[src/rtl/sdbc_pkg.sv]
package sdbc_pkg;

   localparam int unsigned REG_WIDTH       = 32;
   localparam int unsigned CSR_INDEX_WIDTH = 1;

   localparam logic [CSR_INDEX_WIDTH-1:0] CSR_BUFFER_LENGTH = 1'b0;
   localparam logic [CSR_INDEX_WIDTH-1:0] CSR_FONT_START    = 1'b1;

   localparam int unsigned HEADER_BYTES = 12;
   localparam int unsigned COUNT_BYTE   = 4;
   localparam int unsigned RECORD_BYTES = 16;
   localparam int unsigned OFFSET_FIELD = 8;
   localparam int unsigned LENGTH_FIELD = 12;

   localparam logic [1:0] FAIL_NONE      = 2'd0;
   localparam logic [1:0] FAIL_HEADER    = 2'd1;
   localparam logic [1:0] FAIL_DIRECTORY = 2'd2;
   localparam logic [1:0] FAIL_EXTENT    = 2'd3;

   typedef struct packed {
      logic [7:0] data_byte;
      logic       first_byte;
   } req_type;

   typedef struct packed {
      logic       verdict_ok;
      logic [1:0] fail_code;
   } rsp_type;

   typedef struct packed {
      logic    valid;
      rsp_type item;
   } verdict_type;

endpackage

[src/rtl/sdbc_parse.sv]
module sdbc_parse #(
   parameter int unsigned POSITION_WIDTH = 32
) (
   input  logic                                  clock,
   input  logic                                  reset,
   input  logic                                  step,
   input  sdbc_pkg::req_type                     item,
   input  logic [sdbc_pkg::REG_WIDTH-1:0]        buffer_length,
   input  logic [sdbc_pkg::REG_WIDTH-1:0]        font_start,
   output sdbc_pkg::verdict_type                 verdict
);
   import sdbc_pkg::*;

   localparam int unsigned CW = (POSITION_WIDTH > REG_WIDTH) ? POSITION_WIDTH : REG_WIDTH;

   logic [POSITION_WIDTH-1:0] pos_ff, pos_in, pos_eff;
   logic [15:0]               count_ff, count_in, count_eff;
   logic [15:0]               index_ff, index_in, index_eff;
   logic [3:0]                rbyte_ff, rbyte_in, rbyte_eff;
   logic [31:0]               off_ff, off_in, off_eff;
   logic [31:0]               len_ff, len_in, len_eff;
   logic                      given_ff, given_in, given_eff;

   logic [CW-1:0] pos_ext, start_ext, rel;
   logic [32:0]   hdr_end, extent_sum;
   logic [33:0]   dir_end;
   logic [15:0]   count_new;
   logic [31:0]   off_new, len_new;
   logic [16:0]   index_next;

   always_comb begin
      pos_eff   = item.first_byte ? '0 : pos_ff;
      count_eff = item.first_byte ? '0 : count_ff;
      index_eff = item.first_byte ? '0 : index_ff;
      rbyte_eff = item.first_byte ? '0 : rbyte_ff;
      off_eff   = item.first_byte ? '0 : off_ff;
      len_eff   = item.first_byte ? '0 : len_ff;
      given_eff = item.first_byte ? 1'b0 : given_ff;

      pos_ext    = CW'(pos_eff);
      start_ext  = CW'(font_start);
      rel        = pos_ext - start_ext;
      hdr_end    = {1'b0, font_start} + 33'(HEADER_BYTES);
      count_new  = count_eff | {8'h00, item.data_byte};
      dir_end    = {2'b00, font_start} + 34'(HEADER_BYTES) + {14'b0, count_new, 4'b0000};
      off_new    = {off_eff[23:0], item.data_byte};
      len_new    = {len_eff[23:0], item.data_byte};
      extent_sum = {1'b0, off_eff} + {1'b0, len_new};
      index_next = {1'b0, index_eff} + 17'd1;

      pos_in    = pos_eff;
      count_in  = count_eff;
      index_in  = index_eff;
      rbyte_in  = rbyte_eff;
      off_in    = off_eff;
      len_in    = len_eff;
      given_in  = given_eff;
      verdict   = '0;

      if (step && !given_eff && pos_eff != '1) begin
         pos_in = pos_eff + 1'b1;
         if (pos_eff == '0 && hdr_end > {1'b0, buffer_length}) begin
            given_in               = 1'b1;
            verdict.valid          = 1'b1;
            verdict.item.fail_code = FAIL_HEADER;
         end else if (pos_ext >= start_ext) begin
            if (rel < CW'(HEADER_BYTES)) begin
               if (rel == CW'(COUNT_BYTE)) begin
                  count_in = {item.data_byte, 8'h00};
               end else if (rel == CW'(COUNT_BYTE + 1)) begin
                  count_in = count_new;
                  if (dir_end > {2'b00, buffer_length}) begin
                     given_in               = 1'b1;
                     verdict.valid          = 1'b1;
                     verdict.item.fail_code = FAIL_DIRECTORY;
                  end else if (count_new == '0) begin
                     given_in                = 1'b1;
                     verdict.valid           = 1'b1;
                     verdict.item.verdict_ok = 1'b1;
                     verdict.item.fail_code  = FAIL_NONE;
                  end
               end
            end else begin
               rbyte_in = rbyte_eff + 1'b1;
               if (rbyte_eff >= 4'(OFFSET_FIELD) && rbyte_eff < 4'(LENGTH_FIELD)) begin
                  off_in = off_new;
               end else if (rbyte_eff >= 4'(LENGTH_FIELD)) begin
                  len_in = len_new;
               end
               if (rbyte_eff == 4'(RECORD_BYTES - 1)) begin
                  index_in = index_next[15:0];
                  if (extent_sum > {1'b0, buffer_length}) begin
                     given_in               = 1'b1;
                     verdict.valid          = 1'b1;
                     verdict.item.fail_code = FAIL_EXTENT;
                  end else if (index_next >= {1'b0, count_eff}) begin
                     given_in                = 1'b1;
                     verdict.valid           = 1'b1;
                     verdict.item.verdict_ok = 1'b1;
                     verdict.item.fail_code  = FAIL_NONE;
                  end
               end
            end
         end
      end
   end

   always_ff @(posedge clock) begin
      if (reset) begin
         pos_ff   <= '0;
         count_ff <= '0;
         index_ff <= '0;
         rbyte_ff <= '0;
         off_ff   <= '0;
         len_ff   <= '0;
         given_ff <= 1'b0;
      end else if (step) begin
         pos_ff   <= pos_in;
         count_ff <= count_in;
         index_ff <= index_in;
         rbyte_ff <= rbyte_in;
         off_ff   <= off_in;
         len_ff   <= len_in;
         given_ff <= given_in;
      end
   end

endmodule

[src/rtl/sfnt_directory_bounds_check_top.sv]
// An accepted byte is held in the input register; the parse step takes it from there and loads
// its result into the result register, waiting while a finished result is stalled.
// Throughput: one byte per cycle, held back only while a finished result is stalled.
// Reset: synchronous, active high; clears both registers, the parse state and the
// valid flags of the input and result registers.
module sfnt_directory_bounds_check_top #(
   parameter int unsigned POSITION_WIDTH = 32
) (
   input  logic                                  clock,
   input  logic                                  reset,
   input  logic                                  req_valid,
   output logic                                  req_stall,
   input  sdbc_pkg::req_type                     req_data,
   output logic                                  rsp_valid,
   input  logic                                  rsp_stall,
   output sdbc_pkg::rsp_type                     rsp_data,
   input  logic                                  csr_write_enable,
   input  logic [sdbc_pkg::CSR_INDEX_WIDTH-1:0]  csr_index,
   input  logic [sdbc_pkg::REG_WIDTH-1:0]        csr_write_data
);
   import sdbc_pkg::*;

   logic [REG_WIDTH-1:0] buffer_length_ff, font_start_ff;
   logic                 in_valid_ff, in_valid_in;
   req_type              in_item_ff;
   logic                 out_valid_ff, out_valid_in;
   rsp_type              out_item_ff;
   logic                 out_free, step;
   verdict_type          verdict;

   assign out_free  = !out_valid_ff || !rsp_stall;
   assign step      = in_valid_ff && out_free;
   assign req_stall = in_valid_ff && !out_free;
   assign rsp_valid = out_valid_ff;
   assign rsp_data  = out_item_ff;

   always_comb begin
      in_valid_in = in_valid_ff;
      if (req_valid && !req_stall) begin
         in_valid_in = 1'b1;
      end else if (step) begin
         in_valid_in = 1'b0;
      end
      out_valid_in = out_free ? (step && verdict.valid) : out_valid_ff;
   end

   always_ff @(posedge clock) begin
      if (reset) begin
         buffer_length_ff <= '0;
         font_start_ff    <= '0;
         in_valid_ff      <= 1'b0;
         out_valid_ff     <= 1'b0;
      end else begin
         if (csr_write_enable) begin
            case (csr_index)
               CSR_BUFFER_LENGTH: buffer_length_ff <= csr_write_data;
               CSR_FONT_START:    font_start_ff    <= csr_write_data;
               default: ;
            endcase
         end
         in_valid_ff  <= in_valid_in;
         out_valid_ff <= out_valid_in;
      end
   end

   always_ff @(posedge clock) begin
      if (req_valid && !req_stall) begin
         in_item_ff <= req_data;
      end
      if (out_free && step && verdict.valid) begin
         out_item_ff <= verdict.item;
      end
   end

   sdbc_parse #(
      .POSITION_WIDTH(POSITION_WIDTH)
   ) u_parse (
      .clock         (clock),
      .reset         (reset),
      .step          (step),
      .item          (in_item_ff),
      .buffer_length (buffer_length_ff),
      .font_start    (font_start_ff),
      .verdict       (verdict)
   );

endmodule

[config.mk]
export PLATFORM = sky130hd
export DESIGN_NAME = sfnt_directory_bounds_check_top
export DESIGN_NICKNAME = d
export VERILOG_FILES = /design/src/rtl/sdbc_pkg.sv /design/src/rtl/sdbc_parse.sv /design/src/rtl/sfnt_directory_bounds_check_top.sv
export SDC_FILE = /design/constraint.sdc
export NUM_CORES = 1
export LEC_CHECK = 0
export ABC_AREA = 1
export BUFFER_PORTS_ARGS = -buffer_cell sky130_fd_sc_hd__buf_4
export CORE_MARGIN = 2
export CORE_UTILIZATION = 52
export DETAILED_ROUTE_END_ITERATION = 12
export MAX_ROUTING_LAYER = met4
export PLACE_DENSITY = 0.68
export SYNTH_ARGS = -nofsm -noshare
export SYNTH_HDL_FRONTEND = slang
export SYNTH_SLANG_ARGS = --single-unit
[constraint.sdc]
create_clock -name clock -period 13.5 [get_ports clock]
set_input_delay 2.025 -clock clock [delete_from_list [all_inputs] [get_ports clock]]
set_output_delay 2.025 -clock clock [all_outputs]
set_load 0.02 [all_outputs]
==> results.md <==
* Status: completed
* Final Power at 1830 uW
* Clock slew at the register clock pins of the worst setup and hold paths at 60 ps
* Final ANT Viol Nets at 0
* Max-slew headroom at 20.7%
* Grt met1 use at 45.6%
* Die X at 195 um
* Dpl cell area at 19500 um^2
* Gate Count Post-Synth at 3013
* Setup repair after global routing missed its margin: false
* Yosys warns at 0
* Clock buffer count from CTS at 25
* Skew final at 17.4 ps
* Residual DRC at 0
* Syn_nets at 3256
* CTS Buffer Depth at 3
* Critical path class: reg -> reg
* Slowest CP cell: o21ai_0
* Tightest Pin Transition at 1190 ps
* DR vias/cell at 5.62
* Mean post-synth cell area at 6.27 um^2
* Die Area at 37900 um^2
* Setup TNS at 0 ps
* Largest net degree at the start of global routing at 96
* PostCTS Resize Cnt at 0
* Final non-filler cell area at 20400 um^2
* Hold WC Path Type: reg -> reg
* Setup Buffers After CTS at 0
* Fin crit period at 6230 ps
* Setup violations, final at 0
* Yosys cell types at 57
* Cell Rows at 69
* CP Max Fanout at 33
* Gr usage total at 34.2%
* HPWL Detailed at 50000 um
* Clk_lat worst skew at 570 ps
* Hold Buf Count CTS at 0
* Crit path top cell by count: nand2_1
* Vias in the first global route at 18424
* # nets final at 3258
* Synth top area share at 20.2%
* Root Buffer: clkbuf_16
* Vias at 19660
* Seq cells post-synth at 203
* Area contributors post-synth: dfxtp_1 20%, nand2_1 14%, ha_1 13%
* H-tree Lvls at 1
* Grt met2 use at 55.6%
* Peak Freq at 160 MHz
* Total global routing overflow at 0
* Req. time, crit path at 13770 ps
* CORE AREA at 35700 um^2
* Slew Viols, Final at 0
* Grt met3 use at 3.24%
* Die height at 195 um
* Ports at 52
* Post-Route WL at 63600 um
* Worst Setup Start Kind: register
* Number of port buffers at 51
* Starting Density at 53.0%
* Crit end category: register
* Final period utilization at 46.2%
* Clock sink total at 203
* IR drop worst, VDD at 0.108 mV
* Initial antenna violation count at 1
* TritonCTS clock tree: built
* Layer with the highest usage: met2
* Synth area leader: dfxtp_1
* Post-synth EDFFs at 12
* First-pass GRT wire length at 100000 um
* Final weighted congestion in routability-driven placement at 0.982
* Crit path DAT at 6500 ps
* DR iter-0 viols at 1777
* Area growth, synth to finish at 7.82%
* Post-synth ARST share at 0%
* CP peak stage delay at 510 ps
* Leakage at 0.00997 uW
* First drt pass iteration count at 6
* Maxcap violations at 0
* Synth Flop Type: dfxtp_1
* WL/cell at 18.2 um
* Post-synthesis sequential area ratio at 22.1%
* Share of layout cells above drive strength 1 at 6.03%
* Hold Vio Cnt, Final at 0
* Pwr Density at 89.6 nW/um^2
* Post-Synthesis Cell Area at 18900 um^2
## layout make-up
cell class | count | area, um^2
antenna | 1 | 2.50
clock buffer | 31 | 658
clock inverter | 15 | 236
fill | 3626 | 15300
inverter | 491 | 1860
multi-input combinational | 2233 | 12400
sequential | 203 | 4180
tap | 461 | 577
timing repair buffer | 61 | 458
## Yosys cell counts (5+ instances only)
library cell	number
inv_2	11
a21o_1	5
nor3_2	9
o21bai_1	8
nor3b_1	7
nor4_1	27
nor2_1	282
a21oi_2	7
a21boi_0	6
nand2_2	11
dfxtp_1	191
ha_1	193
a21oi_1	286
o21ai_1	79
buf_1	10
nor2_2	16
o21ai_0	168
edfxtp_1	12
nand3_1	131
nor3_1	60
buf_2	9
nand2_1	690
buf_6	16
xnor2_1	37
o21a_1	8
xor2_1	68
clkbuf_1	48
nand4_1	75
inv_1	473
a31oi_1	14
## layout by cell type, fill, tap and decap left out, types with 16 or more instances in the layout
cell type,n
nor2_1,281
nor3_1,60
dfxtp_1,191
xnor2_1,37
buf_4,61
inv_1,471
o21ai_1,79
nor2_2,16
clkbuf_16,25
a21oi_1,286
nor4_1,27
o21ai_0,168
xor2_1,68
nand3_1,131
nand2_1,689
nand4_1,75
ha_1,193
## per-layer routing
layer	wire length [um]	vias to the layer above
li1	-	9868
met5	0	-
met2	29300	640
met1	28900	9060
met4	1600	0
met3	3830	92
## stage by stage
stage          util, %  cells  setup WS (ps)  hold slack (ps)
2_1_floorplan        -   3013           8320              444
3_3_place_gp      54.6   3449           7510              451
3_5_place_dp      54.6   3449           7360              455
4_1_cts           57.1   3495           7340              465
5_1_grt           57.2   3496           6730              488
6_report          57.2   3496           7270              463
## critical path, delay by kind of cell (launching register included)
family | cells | cell delay, ps
and+or+nand+nor | 20 | 1780
adders and majority gates | 3 | 860
xor gates and xnor gates | 1 | 120
AOI/OAI and AO/OA | 6 | 1610
DFF | 1 | 350
buffers and inverters | 5 | 1210
## where the power goes
part,switching (uW),total [uW],internal (uW)
Combinational,289,430,141
Clock,287,748,461
Sequential,16.8,648,631
## cell families (layout without fill, tap and decap cells)
group / count (synthesis) / after routing / synth area share, %
compound gates: 597 / 597 / 16.7
xor+xnor: 105 / 105 / 4.87
fa+ha+maj: 196 / 196 / 13.1
buf+inv: 577 / 598 / 12.3
flops: 203 / 203 / 22.1
other cells: 0 / 1 / 0
simple gates: 1335 / 1335 / 31.0
## state kept, by name (all words and copies together), names as in the netlist
register and flops:
in_valid_ff 1, u_parse.count_ff 16, u_parse.index_ff 16, rsp_data 3, font_start_ff 32, u_parse.rbyte_ff 4, rsp_valid 1, in_item_ff 9
buffer_length_ff 32, u_parse.len_ff 24, u_parse.given_ff 1, u_parse.off_ff 32, u_parse.pos_ff 32
## final timing paths
| kind | startpoint | endpoint | slack [ps] | cells past startpoint |
|---|---|---|---|---|
| worst max register to register | in_item_ff[0] | rsp_data[2] | 7270 | 35 |
| worst max-delay path | in_item_ff[0] | rsp_data[2] | 7270 | 35 |
| worst min-delay path | u_parse.index_ff[4] | u_parse.index_ff[4] | 460 | 2 |
| worst min register to register | u_parse.index_ff[4] | u_parse.index_ff[4] | 460 | 2 |
Note: power is estimated with default switching activity, not from simulation.
